## src/rtl/core/ptts_pkg.sv

```systemverilog
package ptts_pkg;

  localparam int DATA_W      = 8;
  // Fire rows reported per tick; further firings still clear their counters.
  localparam int MAX_RESULTS = 8;
  localparam int FB_IDX_W    = $clog2(MAX_RESULTS);
  localparam int FB_CNT_W    = $clog2(MAX_RESULTS + 1);

  typedef enum logic [1:0] {
    REQ_CREATE = 2'd0,
    REQ_DELETE = 2'd1,
    REQ_MODIFY = 2'd2,
    REQ_TICK   = 2'd3
  } req_t;

  typedef enum logic [1:0] {
    ST_OK      = 2'd0,
    ST_FULL    = 2'd1,
    ST_MISSING = 2'd2
  } status_t;

  typedef struct packed {
    logic [DATA_W-1:0] handle;
    logic [DATA_W-1:0] period;
    logic [DATA_W-1:0] prio;
    logic [DATA_W-1:0] counter;
  } entry_t;

  typedef struct packed {
    logic              ins;
    logic [DATA_W-1:0] prio;
    logic [DATA_W-1:0] handle;
  } fire_ins_t;

endpackage

```

## src/rtl/core/periodic_task_table_scheduler.sv

```systemverilog
// Periodic task table scheduler. Holds up to TABLE_DEPTH tasks (handle,
// interval, priority, tick counter) in a single-port-read table memory and
// serves one request at a time on the in_ stream. Create appends a task
// (status table full when all entries are used), delete removes the first
// matching handle and shifts later entries down, modify rewrites interval and
// priority of the first match; these return one beat with status. A tick
// advances every task of nonzero priority, clears and reports those whose
// counter reaches the interval, in ascending priority and table order, one
// beat per firing (at most eight reported), tlast on the final beat; a tick
// that fires nothing returns one beat with tuser low. The table memory
// returns one entry per cycle from a registered read, and output
// back-pressure holds the block in its response and emit states.
module periodic_task_table_scheduler
  import ptts_pkg::*;
#(
  parameter int TABLE_DEPTH = 8
) (
  input  logic        clk,
  input  logic        rst_n,

  input  logic        in_tvalid,
  output logic        in_tready,
  input  logic [23:0] in_tdata,   // task_handle, period_ticks, task_priority
  input  logic [1:0]  in_tuser,   // req_type

  output logic        out_tvalid,
  input  logic        out_tready,
  output logic [15:0] out_tdata,  // status, fired_handle, zero pad
  output logic [0:0]  out_tuser,  // fired
  output logic        out_tlast
);

  localparam int AW = (TABLE_DEPTH > 1) ? $clog2(TABLE_DEPTH) : 1;
  localparam int CW = $clog2(TABLE_DEPTH + 1);

  typedef enum logic [2:0] {
    S_IDLE,
    S_SCAN,
    S_FIND,
    S_SHIFT,
    S_RESP,
    S_EMIT
  } state_t;

  state_t              state_r, state_nxt;
  req_t                req_r, req_nxt;
  logic [DATA_W-1:0]   hnd_r, hnd_nxt;
  logic [DATA_W-1:0]   per_r, per_nxt;
  logic [DATA_W-1:0]   pri_r, pri_nxt;
  logic [CW-1:0]       cnt_r, cnt_nxt;
  logic [CW-1:0]       rptr_r, rptr_nxt;
  logic                pv_r, pv_nxt;
  logic [AW-1:0]       pidx_r, pidx_nxt;
  status_t             status_r, status_nxt;
  logic [FB_CNT_W-1:0] ems_r, ems_nxt;

  logic                out_valid_r, out_valid_nxt;
  status_t             out_status_r, out_status_nxt;
  logic                out_fired_r, out_fired_nxt;
  logic [DATA_W-1:0]   out_hnd_r, out_hnd_nxt;
  logic                out_last_r, out_last_nxt;

  logic                ram_we;
  logic [AW-1:0]       ram_wa;
  entry_t              ram_wd;
  logic                ram_re;
  entry_t              ram_rd;

  fire_ins_t           fb_fire;
  logic                fb_clr;
  logic [FB_CNT_W-1:0] fb_fill;
  logic [DATA_W-1:0]   fb_handle;

  logic                in_fire;
  logic                out_free;
  logic                issue;
  logic [DATA_W-1:0]   inc_cnt;
  logic                due;
  logic                emit_last;

  ptts_table_ram #(
    .DEPTH(TABLE_DEPTH)
  ) u_table (
    .clk    (clk),
    .wr_en  (ram_we),
    .wr_addr(ram_wa),
    .wr_data(ram_wd),
    .rd_en  (ram_re),
    .rd_addr(rptr_r[AW-1:0]),
    .rd_data(ram_rd)
  );

  ptts_fire_buf u_fire_buf (
    .clk      (clk),
    .rst_n    (rst_n),
    .clr      (fb_clr),
    .fire     (fb_fire),
    .rd_idx   (ems_r[FB_IDX_W-1:0]),
    .fill     (fb_fill),
    .rd_handle(fb_handle)
  );

  assign in_tready  = (state_r == S_IDLE);
  assign in_fire    = in_tvalid && in_tready;
  assign out_free   = !out_valid_r || out_tready;

  // walk the table one entry a cycle while a scan state is active
  assign issue = ((state_r == S_SCAN) || (state_r == S_FIND) || (state_r == S_SHIFT))
                 && (rptr_r < cnt_r);
  assign ram_re = issue;

  assign inc_cnt   = ram_rd.counter + DATA_W'(1);
  assign due       = (inc_cnt >= ram_rd.period);
  assign emit_last = ((ems_r + FB_CNT_W'(1)) == fb_fill);

  always_comb begin
    state_nxt      = state_r;
    req_nxt        = req_r;
    hnd_nxt        = hnd_r;
    per_nxt        = per_r;
    pri_nxt        = pri_r;
    cnt_nxt        = cnt_r;
    rptr_nxt       = rptr_r;
    pv_nxt         = 1'b0;
    pidx_nxt       = pidx_r;
    status_nxt     = status_r;
    ems_nxt        = ems_r;

    out_valid_nxt  = out_valid_r && !out_tready;
    out_status_nxt = out_status_r;
    out_fired_nxt  = out_fired_r;
    out_hnd_nxt    = out_hnd_r;
    out_last_nxt   = out_last_r;

    ram_we         = 1'b0;
    ram_wa         = pidx_r;
    ram_wd         = ram_rd;
    fb_clr         = 1'b0;
    fb_fire        = '0;

    if (issue) begin
      pv_nxt   = 1'b1;
      pidx_nxt = rptr_r[AW-1:0];
      rptr_nxt = rptr_r + CW'(1);
    end

    unique case (state_r)
      S_IDLE: begin
        if (in_fire) begin
          req_nxt  = req_t'(in_tuser);
          hnd_nxt  = in_tdata[7:0];
          per_nxt  = in_tdata[15:8];
          pri_nxt  = in_tdata[23:16];
          rptr_nxt = '0;
          unique case (req_t'(in_tuser))
            REQ_CREATE: begin
              if (cnt_r == CW'(TABLE_DEPTH)) begin
                status_nxt = ST_FULL;
              end else begin
                ram_we         = 1'b1;
                ram_wa         = cnt_r[AW-1:0];
                ram_wd.handle  = in_tdata[7:0];
                ram_wd.period  = in_tdata[15:8];
                ram_wd.prio    = in_tdata[23:16];
                ram_wd.counter = '0;
                cnt_nxt        = cnt_r + CW'(1);
                status_nxt     = ST_OK;
              end
              state_nxt = S_RESP;
            end
            REQ_DELETE, REQ_MODIFY: begin
              state_nxt = S_FIND;
            end
            REQ_TICK: begin
              fb_clr    = 1'b1;
              state_nxt = S_SCAN;
            end
            default: begin
              state_nxt = S_IDLE;
            end
          endcase
        end
      end

      S_SCAN: begin
        // advance, and clear on reaching the interval; write back in place
        if (pv_r && (ram_rd.prio != '0)) begin
          ram_we         = 1'b1;
          ram_wa         = pidx_r;
          ram_wd.counter = due ? '0 : inc_cnt;
          fb_fire.ins    = due;
          fb_fire.prio   = ram_rd.prio;
          fb_fire.handle = ram_rd.handle;
        end
        if (!pv_r && !issue) begin
          ems_nxt   = '0;
          state_nxt = S_EMIT;
        end
      end

      S_FIND: begin
        if (pv_r && (ram_rd.handle == hnd_r)) begin
          if (req_r == REQ_MODIFY) begin
            ram_we        = 1'b1;
            ram_wa        = pidx_r;
            ram_wd.period = per_r;
            ram_wd.prio   = pri_r;
            status_nxt    = ST_OK;
            state_nxt     = S_RESP;
          end else begin
            // start the shift at the entry after the match
            pv_nxt    = 1'b0;
            rptr_nxt  = CW'(pidx_r) + CW'(1);
            state_nxt = S_SHIFT;
          end
        end else if (!pv_r && !issue) begin
          status_nxt = ST_MISSING;
          state_nxt  = S_RESP;
        end
      end

      S_SHIFT: begin
        // move each later entry down by one slot
        if (pv_r) begin
          ram_we = 1'b1;
          ram_wa = pidx_r - AW'(1);
        end
        if (!pv_r && !issue) begin
          cnt_nxt    = cnt_r - CW'(1);
          status_nxt = ST_OK;
          state_nxt  = S_RESP;
        end
      end

      S_RESP: begin
        if (out_free) begin
          out_valid_nxt  = 1'b1;
          out_status_nxt = status_r;
          out_fired_nxt  = 1'b0;
          out_hnd_nxt    = '0;
          out_last_nxt   = 1'b1;
          state_nxt      = S_IDLE;
        end
      end

      S_EMIT: begin
        if (out_free) begin
          out_valid_nxt  = 1'b1;
          out_status_nxt = ST_OK;
          if (fb_fill == '0) begin
            out_fired_nxt = 1'b0;
            out_hnd_nxt   = '0;
            out_last_nxt  = 1'b1;
            state_nxt     = S_IDLE;
          end else begin
            out_fired_nxt = 1'b1;
            out_hnd_nxt   = fb_handle;
            out_last_nxt  = emit_last;
            ems_nxt       = ems_r + FB_CNT_W'(1);
            if (emit_last) begin
              state_nxt = S_IDLE;
            end
          end
        end
      end

      default: begin
        state_nxt = S_IDLE;
      end
    endcase
  end

  always_ff @(posedge clk) begin
    if (!rst_n) begin
      state_r     <= S_IDLE;
      cnt_r       <= '0;
      pv_r        <= 1'b0;
      out_valid_r <= 1'b0;
    end else begin
      state_r     <= state_nxt;
      cnt_r       <= cnt_nxt;
      pv_r        <= pv_nxt;
      out_valid_r <= out_valid_nxt;
    end
    req_r        <= req_nxt;
    hnd_r        <= hnd_nxt;
    per_r        <= per_nxt;
    pri_r        <= pri_nxt;
    rptr_r       <= rptr_nxt;
    pidx_r       <= pidx_nxt;
    status_r     <= status_nxt;
    ems_r        <= ems_nxt;
    out_status_r <= out_status_nxt;
    out_fired_r  <= out_fired_nxt;
    out_hnd_r    <= out_hnd_nxt;
    out_last_r   <= out_last_nxt;
  end

  assign out_tvalid = out_valid_r;
  assign out_tdata  = {6'b0, out_hnd_r, out_status_r};
  assign out_tuser  = out_fired_r;
  assign out_tlast  = out_last_r;

endmodule

```

## src/rtl/core/ptts_table_ram.sv

```systemverilog
module ptts_table_ram
  import ptts_pkg::*;
#(
  parameter int DEPTH = 8,
  localparam int AW = (DEPTH > 1) ? $clog2(DEPTH) : 1
) (
  input  logic          clk,
  input  logic          wr_en,
  input  logic [AW-1:0] wr_addr,
  input  entry_t        wr_data,
  input  logic          rd_en,
  input  logic [AW-1:0] rd_addr,
  output entry_t        rd_data
);

  entry_t mem [DEPTH];
  entry_t rd_data_r;

  always_ff @(posedge clk) begin
    if (wr_en) begin
      mem[wr_addr] <= wr_data;
    end
    if (rd_en) begin
      rd_data_r <= mem[rd_addr];
    end
  end

  assign rd_data = rd_data_r;

endmodule

```

## src/rtl/core/ptts_fire_buf.sv

```systemverilog
module ptts_fire_buf
  import ptts_pkg::*;
(
  input  logic                clk,
  input  logic                rst_n,
  input  logic                clr,
  input  fire_ins_t           fire,
  input  logic [FB_IDX_W-1:0] rd_idx,
  output logic [FB_CNT_W-1:0] fill,
  output logic [DATA_W-1:0]   rd_handle
);

  // Rows kept sorted by priority; arrivals come in table order, so a new row
  // goes behind every row of equal or lower priority value.
  logic [DATA_W-1:0]   pri_r [MAX_RESULTS];
  logic [DATA_W-1:0]   hnd_r [MAX_RESULTS];
  logic [FB_CNT_W-1:0] fill_r;
  logic [FB_CNT_W-1:0] pos;
  logic                take;

  always_comb begin
    pos = '0;
    for (int k = 0; k < MAX_RESULTS; k++) begin
      if ((FB_CNT_W'(k) < fill_r) && (pri_r[k] <= fire.prio)) begin
        pos = pos + FB_CNT_W'(1);
      end
    end
    take = fire.ins && (pos != FB_CNT_W'(MAX_RESULTS));
  end

  always_ff @(posedge clk) begin
    if (!rst_n) begin
      fill_r <= '0;
    end else if (clr) begin
      fill_r <= '0;
    end else if (take && (fill_r != FB_CNT_W'(MAX_RESULTS))) begin
      fill_r <= fill_r + FB_CNT_W'(1);
    end
  end

  always_ff @(posedge clk) begin
    if (take) begin
      for (int k = 0; k < MAX_RESULTS; k++) begin
        if (FB_CNT_W'(k) == pos) begin
          pri_r[k] <= fire.prio;
          hnd_r[k] <= fire.handle;
        end
      end
      // shift the tail down one slot, dropping the row pushed off the end
      for (int k = 1; k < MAX_RESULTS; k++) begin
        if (FB_CNT_W'(k) > pos) begin
          pri_r[k] <= pri_r[k-1];
          hnd_r[k] <= hnd_r[k-1];
        end
      end
    end
  end

  assign fill      = fill_r;
  assign rd_handle = hnd_r[rd_idx];

endmodule

```

## config.mk

```make
export PLATFORM = sky130hd
export DESIGN_NAME = periodic_task_table_scheduler
export DESIGN_NICKNAME = d
export VERILOG_FILES = /design/src/rtl/core/ptts_pkg.sv /design/src/rtl/core/periodic_task_table_scheduler.sv /design/src/rtl/core/ptts_table_ram.sv /design/src/rtl/core/ptts_fire_buf.sv
export SDC_FILE = /design/constraint.sdc
export NUM_CORES = 1
export LEC_CHECK = 0
export ABC_CLOCK_PERIOD_IN_PS = 9410
export BUFFER_PORTS_ARGS = -buffer_cell sky130_fd_sc_hd__buf_2
export CAP_MARGIN = 20
export CORE_UTILIZATION = 57
export DETAILED_ROUTE_END_ITERATION = 10
export PLACE_DENSITY = 0.74
export SETUP_SLACK_MARGIN = 0.15
export SLEW_MARGIN = 30
export SYNTH_ARGS = -nofsm -noshare
export SYNTH_HDL_FRONTEND = slang
export SYNTH_SLANG_ARGS = --single-unit
```

## constraint.sdc

```tcl
create_clock -name clk -period 9.41 [get_ports clk]
set_input_delay 1.4115 -clock clk [delete_from_list [all_inputs] [get_ports clk]]
set_output_delay 1.4115 -clock clk [all_outputs]
set_load 0.01 [all_outputs]
```

Yosys cells after proc, flatten, opt, wreduce, memory -nomap -nowiden
Memory sizes are Yosys's and may differ from the RTL's. A register that Yosys moved wholly into a read port is not among the register bits.
Index checks and enable logic that the tools add are counted.
{"block": "word_totals", "reg_bits": 64, "ram_bits": 384, "input_bits": 30, "word_cells": 300, "memories": 3}
{"block": "op_classes", "n_addsub": 15, "magnitude_cmp": 25, "eq_ne": 32, "mux": 152, "bitwise_logic": 15, "reduce_logical": 41}
{"name": "u_table.mem", "depth": 8, "word_bits": 32, "read_ports": 1, "rd_ports_with_merged_regs": 1, "write_ports": 1, "line_no": "ptts_table_ram.sv:16", "rtl": "entry_t mem [DEPTH];"}
{"name": "u_fire_buf.hnd_r", "depth": 8, "word_bits": 8, "read_ports": 8, "rd_ports_with_merged_regs": 1, "write_ports": 8, "line_no": "ptts_fire_buf.sv:16", "rtl": "logic [DATA_W-1:0] hnd_r [MAX_RESULTS];"}
{"name": "u_fire_buf.pri_r", "depth": 8, "word_bits": 8, "read_ports": 8, "rd_ports_with_merged_regs": 0, "write_ports": 8, "line_no": "ptts_fire_buf.sv:15", "rtl": "logic [DATA_W-1:0] pri_r [MAX_RESULTS];"}
{"operator": "8-bit 2-to-1 mux", "count": 20}
{"operator": "32-bit 2-to-1 mux", "count": 3}
{"operator": "4-bit 2-to-1 mux", "count": 18}
{"operator": "1-bit 2-to-1 mux", "count": 71}
{"operator": "8-bit less-or-equal comparator", "count": 8}
{"operator": "3-bit 2-to-1 mux", "count": 14}
{"operator": "4-bit by 1-bit adder with 4-bit output, second input constant", "count": 10}
{"operator": "17-bit 2-to-1 mux", "count": 2}
{"operator": "16-bit 2-to-1 mux", "count": 2}
{"operator": "16-bit one-hot mux with 2 select lines", "count": 1}
{"operator": "8-bit one-hot mux with 2 select lines", "count": 2}
{"operator": "4-bit one-hot mux with 2 select lines", "count": 3}
{"operator": "3-bit one-hot mux with 6 select lines", "count": 1}
{"operator": "3-bit by 4-bit == test with 1-bit output, first input constant", "count": 4}
{"operator": "3-bit by 4-bit > comparator with 1-bit output, first input constant", "count": 4}
{"operator": "1-bit logical AND", "count": 16}
{"operator": "3-bit by 4-bit < comparator with 1-bit output, first input constant", "count": 4}
{"operator": "2-bit 2-to-1 mux", "count": 8}
{"operator": "1-bit bitwise OR", "count": 14}
{"operator": "5-bit AND reduction", "count": 2}
{"operator": "3-bit one-hot mux with 3 select lines", "count": 1}
{"operator": "8-bit by 1-bit adder with 8-bit output, second input constant", "count": 1}
{"operator": "2-bit by 4-bit == test with 1-bit output, first input constant", "count": 2}
{"operator": "8-bit == test", "count": 1}
{"operator": "other kinds (43)", "count": 68}

Depth between registers and ports, before layout
Gate-level depths: netlist (run 1).
{"block": "logic_depth", "depth_word": 26, "depth_mapped": 43, "ltp_nobuf": 40}

Hierarchy
A second synthesis (run 1) with hierarchy kept.
{"block": "unflattened", "cells_unflattened": 1406, "hier_area_um2": 22980.8}
{"mod": "ptts_table_ram", "n_inst": 1, "cells_each": 415, "area_per_inst_um2": 10786.6, "seq_area_each_um2": 8648.3}
{"mod": "ptts_fire_buf", "n_inst": 1, "cells_each": 591, "area_per_inst_um2": 8276.7, "seq_area_each_um2": 3923.8}
{"mod": "periodic_task_table_scheduler", "n_inst": 1, "cells_each": 400, "area_per_inst_um2": 3917.5, "seq_area_each_um2": 1671.6}

Worst setup path before layout (run 1)
OpenSTA, ideal clock, no wires.
{"block": "synth_timing", "path_type": "reg2reg", "from": "register cnt_r[1]", "to": "register cnt_r[2]", "arrival_time_ns": 8.828, "t_required_ns": 9.290, "setup_slack_ns": 0.462, "stages_incl_launch_ff": 14, "n_path_buf": 1, "synth_period_minus_slack_ns": 8.948, "cell_sequence": "dfxtp_1 inv_1 ha_1 o21ai_0 nand2b_1 a21o_1 a2111oi_0 or2_2 clkbuf_1 nor2_1 o21ai_1 nor2_1 a21oi_1 nor2_1"}
{"block": "synth_via", "elab_chain_len": 6, "elab_cells_between_ends": 15, "classes_between": "add/sub (2); order compare (1); eq/ne (3); mux (5); reduce/logical (4)"}
{"item": "start: declaration", "line_no": "periodic_task_table_scheduler.sv:50", "rtl": "logic [CW-1:0] cnt_r, cnt_nxt;"}
{"item": "start signal: assignment", "line_no": "periodic_task_table_scheduler.sv:281", "rtl": "cnt_r <= cnt_nxt;"}
{"item": "4-bit < comparator", "line_no": "periodic_task_table_scheduler.sv:109", "rtl": "&& (rptr_r < cnt_r);"}
{"item": "1-bit logical AND", "line_no": "periodic_task_table_scheduler.sv:109"}
{"item": "net issue", "line_no": "periodic_task_table_scheduler.sv:76", "rtl": "logic issue;"}
{"item": "1-bit logical NOT", "line_no": "periodic_task_table_scheduler.sv:228", "rtl": "if (!pv_r && !issue) begin"}
{"item": "1-bit logical AND", "line_no": "periodic_task_table_scheduler.sv:228"}
{"item": "2-bit by 1-bit inequality test with 1-bit output (no source line)"}
{"item": "5-bit AND reduction (no source line)"}
The timed path passes the listed nets, and every way through them passes these cells. The select of a mux whose other input is x is not followed.
A chain may end at the register's enable or synchronous reset.

==> results of run 1 <==
## flip-flops by register name, summed over array words and instances, names as in the netlist, 2 cells and up, named ones only
| signal | cells |
|---|---|
| cnt_r | 4 |
| ems_r | 4 |
| hnd_r | 8 |
| out_hnd_r | 8 |
| out_status_r | 2 |
| per_r | 8 |
| pidx_r | 3 |
| pri_r | 8 |
| req_r | 2 |
| rptr_r | 4 |
| state_r | 3 |
| status_r | 2 |
| u_fire_buf.fill | 4 |
| u_fire_buf.hnd_r | 64 |
| u_fire_buf.pri_r | 64 |
| u_table.mem | 256 |
| u_table.rd_data | 32 |
## worst max-delay path by stage
| stage | start | depth (start not counted) | end |
|---|---|---|---|
| 6_report | u_table.rd_data[13] | 39 | u_fire_buf.hnd_r[3][2] |
| 5_1_grt | u_table.rd_data[13] | 39 | u_fire_buf.hnd_r[3][2] |
| 4_1_cts | u_table.rd_data[13] | 39 | u_fire_buf.pri_r[0][3] |
| 3_5_place_dp | u_table.rd_data[13] | 39 | u_fire_buf.hnd_r[0][4] |
| 3_3_place_gp | u_table.rd_data[8] | 40 | u_fire_buf.hnd_r[0][2] |
| 2_1_floorplan | cnt_r[1] | 13 | cnt_r[2] |
## tightest hold or removal path, cell delays in order (launching register included)
cell,delay (ns)
dfxtp_1,0.32
o21ai_0,0.09
a21oi_1,0.07
## cells in the mapped netlist (all sizes together), types with 3 or more instances
cell,count
a32o,5
o31a,3
nand2,78
buf,25
o21a,4
o21ai,29
a211oi,10
a31oi,3
ha,94
or3,3
o211ai,13
nor4b,3
a22oi,15
o21bai,4
nor3,12
inv,57
a21oi,34
nand3b,3
a21boi,3
xor2,13
mux2i,13
a21o,15
nor2,67
and3,11
mux2,157
xnor2,31
nand4,15
nand3,23
or2,7
o22ai,4
mux4,80
edfxtp,463
and2,14
clkbuf,40
nand2b,6
nor2b,14
dfxtp,20
## where the power goes
group          switching (mW)  internal (mW)  leakage (nW)
clock network           0.851           1.23         0.860
logic                   0.403          0.319          3.87
registers              0.0830           2.55          4.37
total                    1.34           4.10          9.10
## timing repair
item,CTS,global route
gates resized for setup,0,3
setup buffers,0,0
endpoints found under the setup margin,0,75
hold buffers,0,0
## per-layer routing
layer	wire length, um	global-route usage
met5	0	0
met4	1310	0.0865
met3	1900	0.0289
met2	24400	0.413
met1	19700	0.312
## kinds of logic after synthesis
| kind of cell | Yosys count | share of synthesized area |
|---|---|---|
| flops | 483 | 0.627 |
| fa+ha+maj | 95 | 0.0524 |
| simple gates | 266 | 0.0606 |
| other cells | 1 | 0.000164 |
| mux | 250 | 0.167 |
| xor+xnor | 46 | 0.0202 |
| buf+inv | 122 | 0.0229 |
| compound gates | 165 | 0.0503 |
## through the flow
step	std cells	setup slack [ns]
2_1_floorplan	1433	0.462
3_3_place_gp	1957	0.947
3_5_place_dp	1957	0.717
4_1_cts	2053	0.629
5_1_grt	2053	0.158
6_report	2053	0.738
## final cells by class
cell class                 count  area, um2
sequential                   483      14300
fill                        2716      13600
multi-input combinational    828       8110
clock buffer                  57       1300
tap                          518        648
clock inverter                39        455
timing repair buffer          71        433
inverter                      57        218
==> results by group, run 1 <==
Die
  • Site Rows: 72
  • Core area: 39100 um2
  • I/O pin total: 50
  • Die Wd: 202 um
  • Starting Density: 0.584
  • DIE AREA: 40900 um2
  • Die Ht: 202 um

Worst setup path
  • Slowest Stage Delay on Critical Path: 0.53 ns
  • Crit path arrival time: 9.02 ns
  • WP buf/inv: 4
  • Reg2Reg Depth: 39
  • Max Fanout on Critical Path: 32
  • Critical Path Sink Type: register
  • R2r endpoint: u_fire_buf.hnd_r[3][2]
  • Slowest CP cell: or4_1
  • Reg-to-reg startpoint: u_table.rd_data[13]
  • Flop-to-flop setup slack: 0.74 ns
  • Most common cell on crit path: ha_1
  • Type of origin of the critical path: register
  • Setup Crit Path Kind: register to register
  • Family with the most delay on the worst path: compound AO/OA/AOI/OAI gates
  • CP required: 9.76 ns

Worst hold path
  • Hold Crit Class: register to register
  • Hold Path Depth: 2
  • Worst Hold Endpoint: cnt_r[3]
  • Min-delay src: cnt_r[3]

Global route
  • Antenna violations before repair: 0
  • Overall routing resource usage: 0.239
  • GR Overflow Total: 0
  • First-pass GRT wire length: 73900 um
  • Largest net degree at the start of global routing: 69
  • Vias in the first global route: 12900

Timing
  • Final period utilization: 0.922
  • Worst hold margin: 0.525 ns
  • RSZ-0062 raised after global routing: false
  • Max Fclk: 0.115 GHz
  • Setup violators final: 0
  • Minimum clock period: 8.67 ns
  • Clock Skews: 0.0367 ns
  • Max_slew headroom: 0.403
  • Slew Limit Fails: 0
  • Total negative slack: 0 ns
  • Tightest Pin Transition: 0.886 ns
  • Final Hold Viols: 0

Flow run
  • Max-Cap Viols: 0

Power
  • Static Leak: 9.10 nW
  • Design Power: 5.43 mW
  • Worst vdd ir: 0.000197 V
  • PD cells: 213 nW/um2

Layout
  • Layout cells sized above 1: 0.279
  • Most frequent cells in the layout: edfxtp_1 (463), mux2_2 (119), ha_1 (94), mux4_2 (80), nand2_1 (78)
  • Post-route cell area: 25500 um2
  • Post-layout util: 0.651
  • Fin nets: 1617
  • Total inserted antenna cells: 0
  • Leading cell type in the layout, fill and taps excluded: edfxtp_1
  • Area grow syn2layout: 11.6%

Placed design
  • GP Congestion: 0.872
  • Placement Cell Area: 23700 um2
  • HPWL Detailed: 30500 um
  • Buffers on Ports: 43

Detailed routing
  • Routed Antenna Nets: 0
  • Vias/cell: 6.12
  • Initial DRC Count: 958
  • WL/cell: 23.1 um
  • Drt pass-1 iters: 8
  • Final WL: 47400 um
  • Via count: 12600
  • # DRC: 0

Synthesis
  • Syn. warnings: 0
  • Syn avg cell area: 16.0 um2
  • Cell variety after synth: 80
  • Main synth FF type: edfxtp_1
  • Number of flops mapped to enable cells by yosys: 463
  • Async set-or-reset flop fraction in the synthesized netlist: 0
  • Sequential element share of the synthesized area: 0.627
  • Synth top area share: 0.609
  • Synthesized instance count: 1428
  • Post-synthesis register bit count: 483
  • Mapped Area: 22800 um2
  • Synth area leaders: edfxtp_1 (61%), mux4_2 (7.9%), mux2_2 (5.9%), ha_1 (5.2%), mux2_4 (1.9%)
  • Post-synth top area cell: edfxtp_1

CTS
  • Clk buf depth: 3
  • Total CTS buffers: 51
  • Clk_lat worst skew: 0.62 ns
  • H-Tree Level Count: 2
  • CTS root buf: clkbuf_16
  • Clk sinks: 483
  • Clk slew on worst S/H paths: 0.06 ns
  • CTS tree: built

Status
  • Status: completed
Power figures use the tool's default switching activity.
==> run 2, diff against run 1 <==
--- a/config.mk
+++ b/config.mk
@@ -11,6 +11,7 @@
 export CORE_UTILIZATION = 57
 export DETAILED_ROUTE_END_ITERATION = 10
 export PLACE_DENSITY = 0.74
+export REMOVE_ABC_BUFFERS = 1
 export SETUP_SLACK_MARGIN = 0.15
 export SLEW_MARGIN = 30
 export SYNTH_ARGS = -nofsm -noshare
==> run 2 against run 1 <==
Sequential share of layout area up 0.22 points. Sequential power is essentially flat. First-iteration DRC count shrank 8.8%. Register-to-register slack gained 0.20 ns. Global-route usage is 0.091 points higher. Power decreased by 4.7%. Die area is the same. Clock skew down 0.014 ns. Wire length grew 1.0%. Critical path type unchanged. Critical endpoint is now u_fire_buf.hnd_r[3][0]. Largest power group unchanged.
==> results by group, run 2 (synthesis results as in run 1) <==
Detailed routing
  • Final WL: 47800 um (+1.0%)
  • Initial DRC Count: 874 (-8.8%)
  • Routed Antenna Nets: 0 (unchanged)
  • Via count: 12600 (-0.040%)
  • Vias/cell: 6.11 (-0.14%)
  • # DRC: 0 (unchanged)
  • Drt pass-1 iters: 6 (-2)
  • WL/cell: 23.3 um (+0.92%)

Timing
  • Final period utilization: 0.900 (-0.0217)
  • Max Fclk: 0.118 GHz (+2.4%)
  • Setup violators final: 0 (unchanged)
  • Minimum clock period: 8.47 ns (-0.204 ns)
  • Clock Skews: 0.0226 ns (-0.0142 ns)
  • Worst hold margin: 0.494 ns (-0.0308 ns)
  • RSZ-0062 raised after global routing: false
  • Max_slew headroom: 0.305 (-0.0977)
  • PnR worst setup slack: 0.942 ns (+0.204 ns)
  • Final Hold Viols: 0 (unchanged)
  • Tightest Pin Transition: 1.03 ns (+0.148 ns)
  • Slew Limit Fails: 0 (unchanged)

Layout
  • # fillers: 2775 (+2.2%)
  • Most frequent cells in the layout: edfxtp_1 (463), mux2_2 (119), ha_1 (94), mux4_2 (80), nand2_1 (78)
  • Area grow syn2layout: 11.1%
  • Post-route cell area: 25400 um2 (-0.40%)
  • Leading cell type in the layout, fill and taps excluded: edfxtp_1
  • Register area: 14300 um2 (unchanged)
  • Max reg flops: 256 (unchanged)
  • Total inserted antenna cells: 0 (unchanged)
  • Area of the multi-input gates: 8120 um2 (+0.15%)
  • Register bank with the most flops: u_table.mem
  • Fin nets: 1628 (+0.68%)
  • Top Registers: u_table.mem: 256 flops, u_fire_buf.hnd_r: 64 flops, u_fire_buf.pri_r: 64 flops
  • Post-layout util: 0.649 (-0.00259)
  • Layout cells sized above 1: 0.277 (-0.00231)

CTS
  • CTS root buf: clkbuf_16
  • Clk_lat worst skew: 0.60 ns (-0.02 ns)
  • Clk slew on worst S/H paths: 0.06 ns (about the same)
  • Cts hold-fix bufs: 0 (unchanged)
  • Clk sinks: 483 (unchanged)
  • H-Tree Level Count: 2 (unchanged)
  • Clk buf depth: 3 (unchanged)
  • CTS tree: built
  • Total CTS buffers: 48 (-5.9%)

Power
  • PD cells: 204 nW/um2 (-4.3%)
  • Static Leak: 9.02 nW (-0.82%)
  • Worst vdd ir: 0.000257 V (+30%)
  • Design Power: 5.18 mW (-4.7%)

Die
  • Die Ht: 202 um (unchanged)
  • Site Rows: 72 (unchanged)
  • Die Wd: 202 um (unchanged)
  • I/O pin total: 50 (unchanged)
  • Core area: 39100 um2 (unchanged)
  • DIE AREA: 40900 um2 (unchanged)
  • Starting Density: 0.584 (unchanged)

Flow run
  • Max-Cap Viols: 0 (unchanged)

Global route
  • GR Overflow Total: 0 (unchanged)
  • First-pass GRT wire length: 74200 um (+0.46%)
  • Overall routing resource usage: 0.240 (+0.000911)
  • Largest net degree at the start of global routing: 69 (unchanged)
  • Antenna violations before repair: 1 (+1)
  • Vias in the first global route: 13000 (+0.32%)

Worst hold path
  • Hold Crit Class: register to register

Worst setup path
  • Type of origin of the critical path: register
  • R2r endpoint: u_fire_buf.hnd_r[3][0]
  • Flop-to-flop setup slack: 0.94 ns (+0.20 ns)
  • Slowest Stage Delay on Critical Path: 0.52 ns (about the same)
  • CP Capture Point: u_fire_buf.hnd_r[3][0]
  • Max Fanout on Critical Path: 32 (unchanged)
  • Reg-to-reg startpoint: u_table.rd_data[12]
  • CP required: 9.74 ns (-0.02 ns)
  • Setup Crit Path Kind: register to register
  • Critical path origin: u_table.rd_data[12]
  • Reg2Reg Depth: 40 (+2.6%)
  • Critical Path Sink Type: register
  • Most common cell on crit path: ha_1
  • Slowest CP cell: or4_1
  • Crit path arrival time: 8.80 ns (-0.22 ns)

Placed design
  • Worst slack, placed: 0.434 ns (-0.284 ns)
  • Buffers on Ports: 43 (unchanged)
  • HPWL Detailed: 30000 um (-1.7%)
  • Placement Cell Area: 23700 um2 (about the same)
  • GP Congestion: 0.926 (+6.2%)

Status
  • Status: completed
[run 2: cell count changes in the layout (fill, tap and decap cells not counted), moves of 3 or more]
cell	before	now
buf_4	26	36
clkbuf_1	6	13
clkinv_2	13	4
buf_12	0	4
bufinv_16	8	2
inv_6	3	0
[run 2: power breakdown]
| part | internal [mW] | switching [mW] | total (mW) |
|---|---|---|---|
| Combinational | 0.320 | 0.399 | 0.719 |
| Sequential | 2.55 | 0.0980 | 2.65 |
| Clock | 1.03 | 0.786 | 1.81 |
[run 2: worst min-delay path by stage]
stage                        start  depth (start not counted)        to  slack [ns]
after floorplan           cnt_r[3]                          2  cnt_r[3]        0.46
after global placement    cnt_r[3]                          2  cnt_r[3]        0.48
after detailed placement  cnt_r[3]                          2  cnt_r[3]        0.49
after CTS                 cnt_r[3]                          2  cnt_r[3]        0.50
after global routing      cnt_r[3]                          2  cnt_r[3]        0.53
final                     cnt_r[3]                          2  cnt_r[3]        0.49
[run 2: through the flow]
stage,cells,TNS [ns]
after floorplan,1368,-19.25
after global placement,1959,0
after detailed placement,1959,0
after CTS,2043,0
after global routing,2055,0
final,2055,0
[run 2: metal layers]
metal | up-vias | wire, um | part of all wire | GRT usage
li1 | 5724 | - | - | -
met1 | 6357 | 20000 | 0.42 | 0.312
met2 | 375 | 23600 | 0.49 | 0.404
met3 | 103 | 2360 | 0.049 | 0.0387
met4 | 0 | 1870 | 0.039 | 0.0994
met5 | - | 0 | 0 | 0
[run 2: final cells by class]
cell class                 instances  share of cell area
sequential                       483               0.564
multi-input combinational        828               0.320
clock buffer                      64              0.0513
tap                              518              0.0255
timing repair buffer              85              0.0232
inverter                          57             0.00888
clock inverter                    20             0.00690
[run 2: critical path: cells and delay by family, from the launching register on]
| family | cells | cell delay [ns] |
|---|---|---|
| adder cells (fa/ha/maj) | 7 | 1.80 |
| AND/OR/NAND/NOR | 10 | 1.57 |
| multiplexers | 2 | 0.67 |
| AO/OA/AOI/OAI | 13 | 2.24 |
| flip-flops | 1 | 0.42 |
| buffers and inverters | 6 | 0.94 |
| XOR/XNOR | 2 | 0.51 |
[run 2: what timing repair did]
action | CTS | global route
gates resized for setup | 0 | 7
setup buffers | 0 | 12
endpoints found under the setup margin | 0 | 147
endpoints found under the hold margin | 0 | 0
==> run 3, diff against run 2 <==
--- a/config.mk
+++ b/config.mk
@@ -6,10 +6,10 @@
 export NUM_CORES = 1
 export LEC_CHECK = 0
 export ABC_CLOCK_PERIOD_IN_PS = 9410
-export BUFFER_PORTS_ARGS = -buffer_cell sky130_fd_sc_hd__buf_2
 export CAP_MARGIN = 20
-export CORE_UTILIZATION = 57
+export CORE_UTILIZATION = 58
 export DETAILED_ROUTE_END_ITERATION = 10
+export DONT_BUFFER_PORTS = 1
 export PLACE_DENSITY = 0.74
 export REMOVE_ABC_BUFFERS = 1
 export SETUP_SLACK_MARGIN = 0.15
==> run 3 against run 2 <==
Global-route usage shrank 0.28 points. Critical endpoint is now u_fire_buf.pri_r[3][2]. Sequential share of layout area grew 0.40 points. Cell count shrank 2.0%. Utilization grew 0.14 points. Via count shrank 1.8%. Critical path type unchanged. Power grew 1.7%. Combinational power shrank 3%.
==> results by group, run 3 (synthesis results as in run 1) <==
Layout
  • Fin nets: 1580 (-2.9%)
  • Total inserted antenna cells: 0 (unchanged)
  • Most frequent cells in the layout: edfxtp_1 (463), mux2_2 (119), ha_1 (94), mux4_2 (80), nand2_1 (77)
  • Max reg flops: 256 (unchanged)
  • Area of the multi-input gates: 8120 um2 (about the same)
  • Post-layout util: 0.650 (+0.00142)
  • Register bank with the most flops: u_table.mem
  • Finished Layout Cells: 2014 (-2.0%)
  • Area grow syn2layout: 10.4%
  • # fillers: 2705 (-2.5%)
  • Register area: 14300 um2 (unchanged)
  • Layout cells sized above 1: 0.257 (-0.0192)
  • Leading cell type in the layout, fill and taps excluded: edfxtp_1
  • Post-route cell area: 25200 um2 (-0.71%)
  • Top Registers: u_table.mem: 256 flops, u_fire_buf.hnd_r: 64 flops, u_fire_buf.pri_r: 64 flops

Die
  • Die Ht: 200 um (-0.86%)
  • I/O pin total: 50 (unchanged)
  • Die Wd: 200 um (-0.86%)
  • Starting Density: 0.589 (+0.00543)
  • Core area: 38700 um2 (-0.92%)
  • Site Rows: 72 (unchanged)
  • DIE AREA: 40200 um2 (-1.7%)

Worst hold path
  • Hold Crit Class: register to register

Timing
  • Minimum clock period: 8.68 ns (+0.210 ns)
  • Final period utilization: 0.922 (+0.0223)
  • Final Hold Viols: 0 (unchanged)
  • Slew Limit Fails: 0 (unchanged)
  • Clock Skews: 0.0236 ns (+0.000991 ns)
  • Setup violators final: 0 (unchanged)
  • RSZ-0062 raised after global routing: false
  • Max_slew headroom: 0.323 (+0.0176)
  • Tightest Pin Transition: 1.01 ns (-0.0262 ns)
  • Max Fclk: 0.115 GHz (-2.4%)

Global route
  • GR Overflow Total: 0 (unchanged)
  • Overall routing resource usage: 0.237 (-0.00284)
  • First-pass GRT wire length: 72700 um (-2.0%)
  • Largest net degree at the start of global routing: 70 (+1.4%)
  • Vias in the first global route: 12800 (-1.3%)
  • Antenna violations before repair: 0 (-1)

CTS
  • Total CTS buffers: 49 (+2.1%)
  • H-Tree Level Count: 2 (unchanged)
  • Clk_lat worst skew: 0.59 ns (about the same)
  • Clk sinks: 483 (unchanged)
  • Clk slew on worst S/H paths: 0.06 ns (about the same)
  • CTS tree: built
  • Clk buf depth: 3 (unchanged)
  • CTS root buf: clkbuf_16

Placed design
  • Placed Cells: 1916 (-2.2%)
  • GP Congestion: 0.830 (-10%)
  • Placement Cell Area: 23500 um2 (-0.91%)
  • HPWL Detailed: 29700 um (-1.2%)
  • Buffers on Ports: 0 (-100%)

Detailed routing
  • Final WL: 46900 um (-2.1%)
  • Routed Antenna Nets: 0 (unchanged)
  • Vias/cell: 6.12 (+0.17%)
  • Initial DRC Count: 890 (+1.8%)
  • # DRC: 0 (unchanged)
  • WL/cell: 23.3 um (about the same)
  • Via count: 12300 (-1.8%)
  • Drt pass-1 iters: 5 (-1)

Worst setup path
  • Critical Path Sink Type: register
  • Max Fanout on Critical Path: 16 (-50%)
  • Slowest CP cell: or4_1
  • CP required: 9.73 ns (about the same)
  • Crit path arrival time: 9.00 ns (+0.20 ns)
  • Slowest Stage Delay on Critical Path: 0.53 ns (about the same)
  • Family with the most delay on the worst path: simple AND/OR/NAND/NOR gates
  • WP buf/inv: 3 (-3)
  • Most common cell on crit path: ha_1
  • Setup Crit Path Kind: register to register
  • Type of origin of the critical path: register

Power
  • PD cells: 209 nW/um2 (+2.4%)
  • Worst vdd ir: 0.000180 V (-30%)
  • Static Leak: 8.90 nW (-1.4%)

Flow run
  • Max-Cap Viols: 0 (unchanged)

Status
  • Status: completed
[run 3: cell types whose count changed in the layout (fill, tap and decap cells not counted), sizes merged]
cell,delta
buf,-49
clkbuf,+2
bufinv,+3
clkinvlp,-1
inv,+1
clkinv,+3
[run 3: timing repair]
action                                  4_1_cts  5_1_grt
endpoints found under the setup margin        0      211
hold buffers                                  0        0
buffers inserted                              0        6
gates resized for setup                       0        9
[run 3: through the flow]
| step | setup slack [ns] | power [mW] | setup TNS (ns) | hold WS [ns] |
|---|---|---|---|---|
| finish | 0.732 | 5.27 | 0 | 0.524 |
| floorplan | -0.998 | 3.20 | -19.25 | 0.458 |
| CTS | 0.475 | 5.31 | 0 | 0.526 |
| detailed placement | 0.566 | 3.39 | 0 | 0.510 |
| global placement | 0.800 | 3.37 | 0 | 0.469 |
| global route | 0.149 | 5.46 | 0 | 0.540 |
[run 3: area by class of cell]
cell class | count | share of cell area
Clock inverter | 26 | 0.0108
Tap cell | 518 | 0.0257
Clock buffer | 66 | 0.0524
Timing Repair Buffer | 36 | 0.0115
Inverter | 57 | 0.00894
Sequential cell | 483 | 0.568
Multi-Input combinational cell | 828 | 0.322
[run 3: final timing paths]
| check | start | endpoint | slack [ns] | cells after the start |
|---|---|---|---|---|
| setup / recovery | u_table.rd_data[13] | u_fire_buf.pri_r[3][2] | 0.73 | 38 |
| setup reg to reg | u_table.rd_data[13] | u_fire_buf.pri_r[3][2] | 0.73 | 38 |
| hold reg to reg | status_r[0] | out_status_r[0] | 0.52 | 1 |
| hold / removal | status_r[0] | out_status_r[0] | 0.52 | 1 |
[run 3: report_power, final]
part	internal, mW	switching (mW)
clock network	1.13	0.798
registers	2.55	0.0918
logic	0.311	0.390
total	3.99	1.28
[run 3: worst reg2reg max path, delay by kind of cell, from the launching register on]
family | cells | cell delay [ns]
AO/OA/AOI/OAI | 13 | 2.31
buffers and inverters | 3 | 0.32
adder cells (fa/ha/maj) | 7 | 1.94
multiplexers | 2 | 0.73
AND/OR/NAND/NOR | 13 | 2.71
flip-flops | 1 | 0.42
[run 3: routing by layer]
metal	up-vias	global-route usage	part of all wire
met5	-	0	0
met4	0	0.107	0.037
met3	100	0.0332	0.044
met2	321	0.405	0.50
met1	6278	0.302	0.41
li1	5630	-	-
